## src/utf8_byte_stream_decoder_defines.svh

```systemverilog
// Assertion macros for the UTF-8 byte stream decoder.
// Used by the top level only; expects clk and arst_n in scope.
`ifndef UTF8_BYTE_STREAM_DECODER_DEFINES_SVH
`define UTF8_BYTE_STREAM_DECODER_DEFINES_SVH

`ifndef NO_ASSERTIONS

// Property checked at every clock edge outside reset.
`define UTF8D_ASSERT(lbl, prop, msg) \
	lbl: assert property (@(posedge clk) disable iff (!arst_n) (prop)) else $error(msg);

// Implication checked on the next edge.
`define UTF8D_ASSERT_NEXT(lbl, ante, cons, msg) \
	lbl: assert property (@(posedge clk) disable iff (!arst_n) (ante) |=> (cons)) \
		else $error(msg);

`else

`define UTF8D_ASSERT(lbl, prop, msg)
`define UTF8D_ASSERT_NEXT(lbl, ante, cons, msg)

`endif

`endif

```

## src/utf8d_pkg.sv

```systemverilog
// Shared types and constants for the UTF-8 byte stream decoder.
// No dependencies.
package utf8d_pkg;

	localparam int CP_W    = 21;
	localparam int KIND_W  = 2;
	localparam int COUNT_W = 32;

	localparam logic [KIND_W-1:0] KIND_CHAR    = 2'd0;
	localparam logic [KIND_W-1:0] KIND_ERROR   = 2'd1;
	localparam logic [KIND_W-1:0] KIND_REFUSED = 2'd2;

	localparam logic [CP_W-1:0] ERR_CHAR = 21'h00002E;

	localparam logic [COUNT_W-1:0] LIMIT_RESET = '1;

	// Result queue depth; two free slots are needed to take a byte.
	localparam int OUT_DEPTH = 4;
	localparam int OUT_PTR_W = $clog2(OUT_DEPTH);
	localparam int OUT_CNT_W = $clog2(OUT_DEPTH + 1);

	typedef struct packed {
		logic [CP_W-1:0]    code_point;
		logic [KIND_W-1:0]  kind;
		logic [COUNT_W-1:0] bytes_taken;
		logic               at_limit;
		logic               chunk_end_echo;
		logic               last;
	} result_t;

	// Results produced by one byte: count (0..2) and the two slots.
	typedef struct packed {
		logic [1:0] n;
		result_t    item0;
		result_t    item1;
	} push_t;

endpackage

```

## src/utf8d_decode.sv

```systemverilog
// Decode step: holds the sequence state and consumed count, turns one
// registered byte into zero to two results. Depends on utf8d_pkg.
module utf8d_decode
	import utf8d_pkg::*;
(
	input  logic               clk,
	input  logic               arst_n,
	input  logic               step,
	input  logic [7:0]         byte_value,
	input  logic               start_of_string,
	input  logic               chunk_end,
	input  logic [COUNT_W-1:0] length_limit,
	output push_t              push
);

	logic [1:0]         pending_q;
	logic [CP_W-1:0]    acc_q;
	logic [COUNT_W-1:0] consumed_q;

	logic [1:0]         pend_eff, pend_n;
	logic [CP_W-1:0]    acc_eff, acc_n, acc_shift;
	logic [COUNT_W-1:0] cons_eff, cons_inc, cons_n;
	logic               refused, atl;
	result_t            err_item, chr_item, ref_item;

	// Start of string clears everything before the limit check.
	assign pend_eff  = start_of_string ? 2'd0 : pending_q;
	assign acc_eff   = start_of_string ? '0 : acc_q;
	assign cons_eff  = start_of_string ? '0 : consumed_q;
	assign refused   = (cons_eff >= length_limit);
	assign cons_inc  = cons_eff + 1'b1;
	assign cons_n    = refused ? cons_eff : cons_inc;
	assign atl       = (cons_n == length_limit);
	assign acc_shift = {acc_eff[CP_W-7:0], byte_value[5:0]};

	always_comb begin
		err_item = '{code_point: ERR_CHAR, kind: KIND_ERROR, bytes_taken: cons_n,
			at_limit: atl, chunk_end_echo: chunk_end, last: 1'b0};
		chr_item = '{code_point: {{(CP_W-8){1'b0}}, byte_value}, kind: KIND_CHAR,
			bytes_taken: cons_n, at_limit: atl, chunk_end_echo: chunk_end, last: 1'b0};
		ref_item = '{code_point: '0, kind: KIND_REFUSED, bytes_taken: cons_n,
			at_limit: atl, chunk_end_echo: chunk_end, last: 1'b1};

		push   = '0;
		pend_n = pend_eff;
		acc_n  = acc_eff;

		if (refused) begin
			push.n     = 2'd1;
			push.item0 = ref_item;
		end else if (byte_value <= 8'h7F) begin
			pend_n = 2'd0;
			if (pend_eff != 2'd0) begin
				push.n     = 2'd2;
				push.item0 = err_item;
				push.item1 = chr_item;
			end else begin
				push.n     = 2'd1;
				push.item0 = chr_item;
			end
		end else if (byte_value <= 8'hBF) begin
			if (pend_eff != 2'd0) begin
				acc_n  = acc_shift;
				pend_n = pend_eff - 2'd1;
				if (pend_eff == 2'd1) begin
					push.n                = 2'd1;
					push.item0            = chr_item;
					push.item0.code_point = acc_shift;
				end
			end else begin
				push.n     = 2'd1;
				push.item0 = err_item;
			end
		end else if (byte_value <= 8'hDF) begin
			pend_n = 2'd1;
			acc_n  = {{(CP_W-5){1'b0}}, byte_value[4:0]};
		end else if (byte_value <= 8'hEF) begin
			pend_n = 2'd2;
			acc_n  = {{(CP_W-4){1'b0}}, byte_value[3:0]};
		end else if (byte_value <= 8'hF7) begin
			pend_n = 2'd3;
			acc_n  = {{(CP_W-3){1'b0}}, byte_value[2:0]};
		end else begin
			pend_n     = 2'd0;
			push.n     = 2'd1;
			push.item0 = err_item;
		end

		if (push.n == 2'd1)
			push.item0.last = 1'b1;
		if (push.n == 2'd2)
			push.item1.last = 1'b1;
		if (!step)
			push.n = 2'd0;
	end

	always_ff @(posedge clk or negedge arst_n) begin
		if (!arst_n) begin
			pending_q  <= 2'd0;
			acc_q      <= '0;
			consumed_q <= '0;
		end else if (step) begin
			pending_q  <= pend_n;
			acc_q      <= acc_n;
			consumed_q <= cons_n;
		end
	end

endmodule

```

## src/utf8d_out_fifo.sv

```systemverilog
// Result queue: takes up to two results per cycle, hands out one per cycle while out_ready is high.
// Depends on utf8d_pkg.
module utf8d_out_fifo
	import utf8d_pkg::*;
(
	input  logic    clk,
	input  logic    arst_n,
	input  push_t   push,
	output logic    room,
	output logic    out_valid,
	input  logic    out_ready,
	output result_t head
);

	result_t              mem_q [OUT_DEPTH];
	logic [OUT_PTR_W-1:0] rd_ptr_q, wr_ptr_q, wr_ptr_p1;
	logic [OUT_CNT_W-1:0] count_q;
	logic                 pop;

	assign wr_ptr_p1 = wr_ptr_q + 1'b1;
	assign out_valid = (count_q != '0);
	assign pop       = out_valid && out_ready;
	assign head      = mem_q[rd_ptr_q];
	assign room      = (count_q <= OUT_CNT_W'(OUT_DEPTH - 2));

	always_ff @(posedge clk) begin
		if (push.n != 2'd0)
			mem_q[wr_ptr_q] <= push.item0;
		if (push.n == 2'd2)
			mem_q[wr_ptr_p1] <= push.item1;
	end

	always_ff @(posedge clk or negedge arst_n) begin
		if (!arst_n) begin
			rd_ptr_q <= '0;
			wr_ptr_q <= '0;
			count_q  <= '0;
		end else begin
			wr_ptr_q <= wr_ptr_q + OUT_PTR_W'(push.n);
			if (pop)
				rd_ptr_q <= rd_ptr_q + 1'b1;
			count_q <= count_q + OUT_CNT_W'(push.n) - OUT_CNT_W'(pop);
		end
	end

endmodule

```

## src/utf8_byte_stream_decoder.sv

```systemverilog
// Top level of the UTF-8 byte stream decoder: input register, limit register,
// decode step and result queue. Depends on utf8d_pkg, utf8d_decode,
// utf8d_out_fifo and utf8_byte_stream_decoder_defines.svh.
//
//  channel  | handshake                          | payload
//  ---------+------------------------------------+----------------------------------
//  in       | in_valid / in_ready                | byte_value, start_of_string,
//           |                                    | chunk_end
//  out      | out_valid / out_ready              | code_point, kind, bytes_taken,
//           |                                    | at_limit, chunk_end_echo, last
//  config   | length_limit_we (no wait)          | length_limit_wdata
//
// One byte per cycle while the queue has room; an ASCII byte that drops a pending
// sequence gives two results, which leave the single result port one after the other.
// A byte passes through the input register, then the result queue, before its
// first result is offered.
// Reset clears sequence state, consumed count and queue; limit goes to all ones.
// A stalled result port backs up into in_ready once the queue has < 2 free slots.
`include "utf8_byte_stream_decoder_defines.svh"

module utf8_byte_stream_decoder
	import utf8d_pkg::*;
(
	input  logic               clk,
	input  logic               arst_n,
	input  logic               in_valid,
	output logic               in_ready,
	input  logic [7:0]         byte_value,
	input  logic               start_of_string,
	input  logic               chunk_end,
	output logic               out_valid,
	input  logic               out_ready,
	output logic [CP_W-1:0]    code_point,
	output logic [KIND_W-1:0]  kind,
	output logic [COUNT_W-1:0] bytes_taken,
	output logic               at_limit,
	output logic               chunk_end_echo,
	output logic               last,
	input  logic               length_limit_we,
	input  logic [COUNT_W-1:0] length_limit_wdata
);

	logic               valid_s1;
	logic [7:0]         byte_s1;
	logic               sos_s1;
	logic               chunk_s1;
	logic [COUNT_W-1:0] length_limit_q;
	logic               room, step;
	push_t              push;
	result_t            head;

	assign step     = valid_s1 && room;
	assign in_ready = !valid_s1 || room;

	always_ff @(posedge clk or negedge arst_n) begin
		if (!arst_n) begin
			valid_s1 <= 1'b0;
		end else if (in_ready) begin
			valid_s1 <= in_valid;
		end
	end

	always_ff @(posedge clk) begin
		if (in_valid && in_ready) begin
			byte_s1  <= byte_value;
			sos_s1   <= start_of_string;
			chunk_s1 <= chunk_end;
		end
	end

	always_ff @(posedge clk or negedge arst_n) begin
		if (!arst_n) begin
			length_limit_q <= LIMIT_RESET;
		end else if (length_limit_we) begin
			length_limit_q <= length_limit_wdata;
		end
	end

	utf8d_decode u_decode (
		.clk             (clk),
		.arst_n          (arst_n),
		.step            (step),
		.byte_value      (byte_s1),
		.start_of_string (sos_s1),
		.chunk_end       (chunk_s1),
		.length_limit    (length_limit_q),
		.push            (push)
	);

	utf8d_out_fifo u_out_fifo (
		.clk       (clk),
		.arst_n    (arst_n),
		.push      (push),
		.room      (room),
		.out_valid (out_valid),
		.out_ready (out_ready),
		.head      (head)
	);

	assign code_point     = head.code_point;
	assign kind           = head.kind;
	assign bytes_taken    = head.bytes_taken;
	assign at_limit       = head.at_limit;
	assign chunk_end_echo = head.chunk_end_echo;
	assign last           = head.last;

	// A refused byte always yields a single zero result.
	`UTF8D_ASSERT(a_refused_item, !(out_valid && kind == KIND_REFUSED) || (code_point == '0 && last), "refused result must carry code point 0 and last")
	// Error substitutes always carry the dot character.
	`UTF8D_ASSERT(a_error_char, !(out_valid && kind == KIND_ERROR) || code_point == ERR_CHAR, "error result must carry 0x2E")
	// The second result of a byte is queued together with the first.
	`UTF8D_ASSERT_NEXT(a_pair_queued, out_valid && out_ready && !last, out_valid, "result without last not followed by its partner")
	// Input register only blocks while it holds a byte.
	`UTF8D_ASSERT(a_stall_holds, in_ready || valid_s1, "input stalled with empty input register")

endmodule
```

## config.mk

```make
export PLATFORM = sky130hd
export DESIGN_NAME = utf8_byte_stream_decoder
export DESIGN_NICKNAME = d
export VERILOG_FILES = /design/src/utf8d_pkg.sv /design/src/utf8d_decode.sv /design/src/utf8d_out_fifo.sv /design/src/utf8_byte_stream_decoder.sv
export VERILOG_INCLUDE_DIRS = /design/src /design/src/src
export SDC_FILE = /design/constraint.sdc
export NUM_CORES = 1
export LEC_CHECK = 0
export BUFFER_PORTS_ARGS = -buffer_cell sky130_fd_sc_hd__buf_2
export CAP_MARGIN = 15
export CORE_MARGIN = 4
export CORE_UTILIZATION = 61
export CTS_BUF_LIST = sky130_fd_sc_hd__clkbuf_4 sky130_fd_sc_hd__clkbuf_8
export DETAILED_ROUTE_END_ITERATION = 10
export GPL_TIMING_DRIVEN = 0
export PLACE_DENSITY = 0.89
export SLEW_MARGIN = 20
export SYNTH_ARGS = -nofsm -noshare
export SYNTH_HDL_FRONTEND = slang
export SYNTH_SLANG_ARGS = --single-unit
```

## constraint.sdc

```tcl
create_clock -name clk -period 12.2 [get_ports clk]
set_input_delay 1.83 -clock clk [delete_from_list [all_inputs] [get_ports clk]]
set_output_delay 1.83 -clock clk [all_outputs]
set_load 0.005 [all_outputs]
```

## Word level (Yosys, flattened, before mapping)

Memory sizes are Yosys's and may differ from the RTL's.
Index checks and enable logic that the tools add are counted.
Widths: inputs -> output; s select.

| word-level totals | value |
|---|---|
| memories kept | 1 |
| RAM bits | 232 |
| bits of input ports | 47 |
| bits in registers | 105 |
| output and inout port bits | 60 |
| logic and storage cells | 76 |

| cells by class | value |
|---|---|
| reduce and logical (&&, ||, !) cells | 8 |
| muxes and demuxes | 37 |
| equality and inequality tests | 5 |
| add/sub/neg operators | 7 |
| $lt $le $gt $ge | 7 |

Memory list:

| name | depth | width | rd ports | clocked after Yosys merged registers in | wr ports | RTL line | RTL |
|---|---|---|---|---|---|---|---|
| u_out_fifo.mem_q | 4 | 58 | 1 | 0 | 2 | utf8d_out_fifo.sv:15 | `result_t mem_q [OUT_DEPTH];` |

Operator list:

| kind | number |
|---|---|
| $mux 60 | 6 |
| $mux 59 | 3 |
| $mux 21 | 8 |
| $mux 45 | 2 |
| $mux 32 | 2 |
| $mux 58 | 1 |
| $add 32x1->32 const B | 1 |
| $eq 32x32->1 | 1 |
| $ge 32x32->1 | 1 |
| $le 8x8->1 const B | 4 |
| $mux 2 | 9 |
| $le 8x7->1 const B | 1 |
| $mux 1 | 6 |
| $add 2x1->2 const B | 2 |
| $eq 2x1->1 const B | 2 |
| $eq 2x2->1 const B | 2 |
| $reduce_bool 2->1 | 2 |
| $add 3x2->3 | 1 |
| $le 3x2->1 const B | 1 |
| $logic_and 1x1->1 | 3 |
| $reduce_bool 3->1 | 1 |
| $sub 3x1->3 | 1 |
| $add 2x2->2 | 1 |
| $sub 2x1->2 const B | 1 |
| other kinds (2) | 2 |

## Depth between registers and ports, before layout

Gate-level depths: netlist (run 1).

| logic depth | value |
|---|---|
| depth after elaboration | 14 |
| mapped depth | 19 |
| depth with buffers taken out | 15 |

## By module

A second synthesis (run 1) with hierarchy kept.

| unflattened totals | value |
|---|---|
| cell total of the unflattened synthesis | 1447 |
| area total of the unflattened synthesis | 19047.0 um2 |

By module, submodules not included:

| module | area each (um2) | instances | cells an instance | sequential area each (um2) |
|---|---|---|---|---|
| utf8d_out_fifo | 11619.9 | 1 | 602 | 7141.8 |
| utf8d_decode | 5691.7 | 1 | 762 | 1226.2 |
| utf8_byte_stream_decoder | 1735.4 | 1 | 83 | 1166.1 |

## Worst setup path before layout (run 1)

No wires, ideal clock.

| timing path | value |
|---|---|
| path kind | register to register |
| start point | reg sos_s1 |
| end point | mem u_out_fifo.mem_q[0][2] (netlist name), data pin |
| required time | 12062 ps |
| library setup time | 138 ps |
| setup slack | 7558 ps |
| data arrival time | 4504 ps |
| stages on the path, launching flop included | 18 |
| clock period less this slack | 4642 ps |
| cells stage by stage | edfxtp_1 buf_6 buf_2 clkbuf_1 clkbuf_1 nor2b_1 ha_1 nand4_2 nor2_1 a221o_1 nor2_1 nand2_2 nor3_4 inv_2 nor2_2 nor2_1 inv_1 and4_1 |

RTL lines:

| what | RTL line | RTL |
|---|---|---|
| from (decl) | utf8_byte_stream_decoder.sv:45 | `logic sos_s1;` |
| from (signal assigned) | utf8_byte_stream_decoder.sv:66 | `sos_s1 <= start_of_string;` |
| to (decl) | utf8d_out_fifo.sv:15 |  |

==> impl_metrics.env, run 1 <==
export IMPL_outcome="finished, final reports clean"
export IMPL_cts_made_buffers=50
export IMPL_cts_tree="done"
export IMPL_fin_crit_sh_pct=50.20
export IMPL_synthXorXnorAreaFrac_pct=3.024
export IMPL_hold_path_class="reg2reg"
export IMPL_h_tree_depth=2
export IMPL_syn_area_um2=16840
export IMPL_final_min_clock_period_ns=6.124
export IMPL_rows=60
export IMPL_dpl_cell_area_um2=17890
export IMPL_grt_max_degree=46
export IMPL_worst_pin_slew_ns=1.234
export IMPL_netlist_area_leader_share_pct=32.46
export IMPL_fin_area_um2=19060
export IMPL_top_layer="met4"
export IMPL_grt_pass1_wl_um=79310
export IMPL_reg2reg_depth=14
export IMPL_antenna_cells=0
export IMPL_coreArea_um2=27030
export IMPL_synthMuxAreaShare_pct=7.951
export IMPL_path_max_fanout=10
export IMPL_final_hold_violation_count=0
export IMPL_dieArea_um2=30320
export IMPL_dieHeight_um=174.1
export IMPL_async_reset_ff_share_pct=26.89
export IMPL_crit_start="sos_s1"
export IMPL_max_cap_violations=0
export IMPL_netlist_instances=1548
export IMPL_cts_sink_count=331
export IMPL_finClkSkew_ns=0.04297
export IMPL_area_growth_pct=13.21
export IMPL_arrival_ns=6.58
export IMPL_cts_resized=0
export IMPL_synth_commonest_cells="edfxtp_1, nand2_1, nor2_1, o21ai_0, a21oi_1"
export IMPL_p_per_area_nw_per_um2=188.3
export IMPL_synth_edff_count=182
export IMPL_ys_warnings_count=0
export IMPL_grt_usage_pct=33.47
export IMPL_synth_nets=1633
export IMPL_first_pass_iters=6
export IMPL_synthTopCellsByArea="edfxtp_1, dfrtp_1, mux4_2, dfxtp_1, dfstp_2"
export IMPL_synth_distinct_cells=96
export IMPL_drv_slew=0
export IMPL_fmax_mhz=163.3
export IMPL_synth_most_common_cell="edfxtp_1"
export IMPL_cts_clk_slew_worst_paths_ns=0.07
export IMPL_grt_pass1_vias=13650
export IMPL_r2r_start="sos_s1"
export IMPL_route_met3_wl_um=6066
export IMPL_cts_buffer_depth=3
export IMPL_ant_nets=0
export IMPL_ys_ff_latch=331
export IMPL_ios=107
export IMPL_vias=13850
export IMPL_drive_gt1_share_pct=20.38
export IMPL_crit_path_end="u_out_fifo.mem_q[3][2]"
export IMPL_path_class="reg2reg"
export IMPL_setup_viol=0
export IMPL_critical_path_startpoint_type="register"
export IMPL_antenna_found_initial=0
export IMPL_reg2reg_to="u_out_fifo.mem_q[3][2]"
export IMPL_route_met2_wl_um=23290
export IMPL_synth_fa_ha_area_share_pct=2.868
export IMPL_drcViolationCount=0
export IMPL_postCtsSetupRepairBufs=0
export IMPL_place_gp_congestion=0.9728
export IMPL_end_kind="register"
export IMPL_start_util_pct=62.30
export IMPL_rsz0062_at_grt="false"
export IMPL_clkLatencyLatePin_ns=0.62
export IMPL_yosys_area_top_type="edfxtp_1"
export IMPL_chipWidth_um=174.1
export IMPL_place_ws_ns=6.344
export IMPL_wl_met1_um=20320
export IMPL_ys_seq_area_share_pct=53.06
export IMPL_worst_slack_ns=6.076
export IMPL_ys_flop_type="edfxtp_1"
export IMPL_ff2ff_setup_slack_ns=6.08
export IMPL_yosys_area_share_simple_pct=17.40
export IMPL_synth_compound_area_share_pct=11.73
export IMPL_vias_per_cell=6.616
export IMPL_irDropWorstVdd_uv=129.9
export IMPL_place_hpwl_um=37680
export IMPL_layout_nets=1795
export IMPL_cts_root_buf="clkbuf_8"
export IMPL_gr_total_overflow=0
export IMPL_drt_total_wl_um=51320
export IMPL_cp_required_ns=12.66
export IMPL_maxSlewHeadroom_pct=15.63
export IMPL_io_buffers=105
export IMPL_avgSynthCellArea_um2=10.88
export IMPL_hold_buffers=0
export IMPL_synth_top_family_by_area="simple AND/OR/NAND/NOR gates"
export IMPL_cellLeakagePower_nw=7.080
export IMPL_finalSetupTns_ns=0
export IMPL_whs_path_depth=2
export IMPL_detail_route_wl_per_cell_um=24.52
export IMPL_drtIter0Drc=2308
-- power breakdown --
| part | internal, mW | switching, mW |
|---|---|---|
| Sequential | 1.35 | 0.0926 |
| Combinational | 0.412 | 0.686 |
| Clock | 0.591 | 0.455 |
| Total | 2.36 | 1.23 |
-- how the worst min path moves through the flow --
| stage | endpoint | from |
|---|---|---|
| CTS | u_out_fifo.mem_q[1][54] | u_out_fifo.mem_q[1][54] |
| finish | u_out_fifo.mem_q[1][54] | u_out_fifo.mem_q[1][54] |
| floorplan | u_out_fifo.mem_q[2][45] | u_out_fifo.mem_q[2][45] |
| global placement | u_out_fifo.mem_q[0][57] | u_out_fifo.mem_q[0][57] |
| detailed placement | u_out_fifo.mem_q[3][46] | u_out_fifo.mem_q[3][46] |
| global route | u_out_fifo.mem_q[1][46] | u_out_fifo.mem_q[1][46] |
-- cell type report --
type | instances | area (µm²)
sequential | 331 | 8934
multi-input combinational | 1065 | 7237
clock buffer | 81 | 1002
inverter | 54 | 202.7
timing repair buffer | 110 | 628.1
fill | 1851 | 7964
clock inverter | 13 | 166.4
tap | 341 | 426.7
buffer | 98 | 465.4
-- routing by layer --
metal,vias to the layer above,global-route usage (%)
met5,-,0
met4,0,10.49
met3,141,6.829
met2,1059,51.52
met1,6662,48.59
li1,5986,-
-- cell families (layout without fill, tap and decap cells) --
family / after synthesis / count (layout)
and+or+nand+nor: 603 / 603
DFF: 331 / 331
AOI/OAI and AO/OA: 309 / 309
buffers and inverters: 152 / 356
muxes: 61 / 61
xor gates and xnor gates: 54 / 54
adders and majority gates: 38 / 38
-- placed cells by master (no fill, tap or decap), types with 49 or more instances in the layout --
cell	netlist	layout
buf_2	16	120
o21ai_0	99	99
dfrtp_1	57	57
a21oi_1	89	89
nand2_1	174	174
nor2_1	174	174
clkbuf_8	0	63
clkbuf_1	66	66
inv_1	53	49
dfxtp_1	60	60
mux4_2	58	58
edfxtp_1	182	182
nand3_1	74	74
-- sequential cells by signal, summed over array words and instances (netlist names) --
name / cells
chunk_s1: 1
u_out_fifo.count_q: 3
u_decode.pending_q: 2
u_out_fifo.mem_q: 232
byte_s1: 8
u_decode.consumed_q: 32
length_limit_q: 32
u_decode.acc_q: 15
u_out_fifo.wr_ptr_q: 2
valid_s1: 1
sos_s1: 1
u_out_fifo.rd_ptr_q: 2
-- per-stage QoR --
| stage | power [mW] | std cells | hold WS [ns] | utilization (%) |
|---|---|---|---|---|
| global route | 3.727 | 2093 | 0.4724 | 70.53 |
| detailed placement | 2.538 | 1999 | 0.4463 | 66.20 |
| CTS | 3.565 | 2093 | 0.4550 | 70.53 |
| floorplan | 2.118 | 1548 | 0.4331 | - |
| global placement | 2.487 | 1994 | 0.4396 | 65.82 |
| finish | 3.590 | 2093 | 0.4532 | 70.53 |
-- critical path, stage by stage, from the launching register on --
cell and delay [ns]:
edfxtp_1 0.53, buf_6 0.21, buf_2 0.21, clkbuf_1 0.28, nor2b_1 0.42, ha_1 0.38
and4_1 0.31, nand4_1 0.38, a2111oi_0 1.16, o31ai_1 0.30, a211o_1 0.39, o21ai_0 0.39
nand3_1 0.14, nor3_1 0.56, and4_1 0.33
Note: power is estimated with default switching activity, not from simulation.
==> run 2: changes to the inputs <==
Settings changed: CORE_UTILIZATION 61 to 57, PLACE_DENSITY 0.89 to 0.88.
Clock period 12.2 ns to 5.37 ns, I/O delays scaled along.
==> run 2 against run 1 <==
Combinational power increased by 130%. Power is 120% higher. Clock power up 110%. Global-route usage shrank 2.5 points. Wire length is 0.52% higher. Die area up 6.7%. Critical path depth increased by 2. Sequential cell count stayed put. Design area rose by 0.39%. Cell count rose by 2.0%.
==> impl_metrics.env, run 2 (synthesis gave the netlist of run 1 again) <==
export IMPL_outcome="finished, final reports clean"
export IMPL_grt_max_degree=47
export IMPL_finClkSkew_ns=0.02521
export IMPL_start_util_pct=58.19
export IMPL_crit_top_cell="clkbuf_2"
export IMPL_grt_usage_pct=30.92
export IMPL_irDropWorstVdd_uv=273.4
export IMPL_rows=62
export IMPL_critPathBufInv=5
export IMPL_drt_total_wl_um=51590
export IMPL_top_layer="met4"
export IMPL_setup_viol=0
export IMPL_end_kind="register"
export IMPL_place_gp_congestion=0.9519
export IMPL_drtIter0Drc=2179
export IMPL_internal_power_mw=5.243
export IMPL_h_tree_depth=2
export IMPL_crit_chain="buf_6 -> clkbuf_2 -> clkbuf_2 -> nor2b_2 -> inv_1 -> ha_1 -> nand2b_4 -> a2111oi_4 -> a2111oi_2 -> o41a_4 -> buf_12 -> nor4_1 -> xnor2_1 -> nor2_1 -> nor4_4 -> and4_1"
export IMPL_place_hpwl_um=37850
export IMPL_vias_per_cell=6.502
export IMPL_ant_nets=0
export IMPL_io_buffers=105
export IMPL_gr_total_overflow=0
export IMPL_cts_tree="done"
export IMPL_route_met3_wl_um=5904
export IMPL_fin_area_um2=19140
export IMPL_rsz0062_at_grt="true"
export IMPL_fill_cells=2059
export IMPL_area_growth_pct=13.65
export IMPL_worst_pin_slew_ns=1.006
export IMPL_antenna_found_initial=0
export IMPL_power_frac_comb_pct=31.3
export IMPL_power_switching_mw=2.769
export IMPL_max_cap_violations=0
export IMPL_fin_crit_sh_pct=97.32
export IMPL_final_hold_violation_count=0
export IMPL_hold_path_class="in2async"
export IMPL_cts_clk_slew_worst_paths_ns=0.07
export IMPL_arrival_ns=5.66
export IMPL_dpl_cell_area_um2=17950
export IMPL_first_pass_iters=7
export IMPL_cts_root_buf="clkbuf_8"
export IMPL_reg_largest_list="u_out_fifo.mem_q (232), length_limit_q (32), u_decode.consumed_q (32)"
export IMPL_p_per_area_nw_per_um2=418.7
export IMPL_largest_register="u_out_fifo.mem_q"
export IMPL_coreArea_um2=28940
export IMPL_largest_reg_flops=232
export IMPL_cts_buffer_depth=3
export IMPL_drcViolationCount=0
export IMPL_chipWidth_um=179.9
export IMPL_grt_pass1_wl_um=78400
export IMPL_drive_gt1_share_pct=21.09
export IMPL_reg2reg_depth=16
export IMPL_dieArea_um2=32350
export IMPL_switching_share_pct=34.56
export IMPL_drv_slew=0
export IMPL_critical_path_startpoint_type="register"
export IMPL_path_delay_family="simple AND/OR/NAND/NOR gates"
export IMPL_path_class="reg2reg"
export IMPL_ff2ff_setup_slack_ns=0.14
export IMPL_antenna_cells=0
export IMPL_pwr_share_clk_pct=27.7
export IMPL_layout_commonest_cell="edfxtp_1"
export IMPL_final_min_clock_period_ns=5.226
export IMPL_final_cell_mix="edfxtp_1, nand2_1, nor2_1, buf_2, o21ai_0"
export IMPL_cts_sink_count=331
export IMPL_detail_route_wl_per_cell_um=24.17
export IMPL_clkLatencyLatePin_ns=0.59
export IMPL_final_util_pct=66.13
export IMPL_grt_pass1_vias=13270
export IMPL_finalSetupTns_ns=0
export IMPL_dieHeight_um=179.9
export IMPL_cellLeakagePower_nw=7.078
export IMPL_layout_nets=1794
export IMPL_slowest_delay_ns=0.56
export IMPL_cts_made_buffers=49
export IMPL_reg2reg_to="u_out_fifo.mem_q[1][2]"
export IMPL_wl_met1_um=20550
export IMPL_vias=13880
export IMPL_r2r_start="sos_s1"
export IMPL_fmax_mhz=191.3
export IMPL_seqPwrFrac_pct=41.0
export IMPL_maxSlewHeadroom_pct=32.92
export IMPL_route_met2_wl_um=23260
export IMPL_crit_start="sos_s1"
export IMPL_crit_path_top_delay_cell="nor4_1"
export IMPL_ios=107
export IMPL_cp_required_ns=5.80
export IMPL_path_max_fanout=10
-- run 2: worst max path at each step --
stage	to	slack [ns]	cells past startpoint
6_report	u_out_fifo.mem_q[1][2]	0.14	16
5_1_grt	u_out_fifo.count_q[2]	-0.04	19
3_5_place_dp	u_out_fifo.mem_q[0][32]	-0.56	17
4_1_cts	u_out_fifo.mem_q[3][33]	0.0006	17
2_1_floorplan	u_out_fifo.mem_q[0][2]	0.73	17
3_3_place_gp	u_out_fifo.mem_q[0][2]	-1.45	17
-- run 2: metal layers --
| metal | GRT usage (%) | vias up |
|---|---|---|
| met4 | 9.784 | 0 |
| met2 | 47.10 | 1008 |
| met1 | 45.07 | 6709 |
| li1 | - | 5996 |
| met3 | 6.528 | 163 |
| met5 | 0 | - |
-- run 2: area by class of cell --
cell class,count,area (µm²),share of cell area (%)
timing repair buffer,111,643.1,3.361
buffer,97,465.4,2.432
multi-input combinational,1065,7328,38.30
inverter,54,206.4,1.079
sequential,331,8934,46.68
clock inverter,15,131.4,0.6865
clock buffer,77,947.2,4.950
tap,384,480.5,2.511
-- run 2: power by group through the flow --
stage,clock network [mW],registers (mW),logic (mW)
2_1_floorplan,0,3.24,1.57
3_3_place_gp,0,3.31,2.35
3_5_place_dp,0,3.32,2.45
4_1_cts,2.22,3.27,2.47
5_1_grt,2.34,3.31,2.68
6_report,2.22,3.29,2.51
-- run 2: timing repair --
action                     in CTS  in global routing
setup buffers                   1                  0
pin swaps                       1                  0
setup endpoints to repair     369                262
gates resized for setup        10                 14
hold buffers                    0                  0
-- run 2: through the flow --
stage | setup WS (ns) | power [mW] | cells | hold slack (ns)
after floorplan | 0.7278 | 4.811 | 1548 | 0.4331
after global placement | -1.453 | 5.657 | 2037 | 0.4386
after detailed placement | -0.5626 | 5.763 | 2042 | 0.4493
after CTS | 0.0005782 | 7.962 | 2134 | 0.2378
after global routing | -0.03627 | 8.331 | 2134 | 0.2668
final | 0.1438 | 8.012 | 2134 | 0.2491
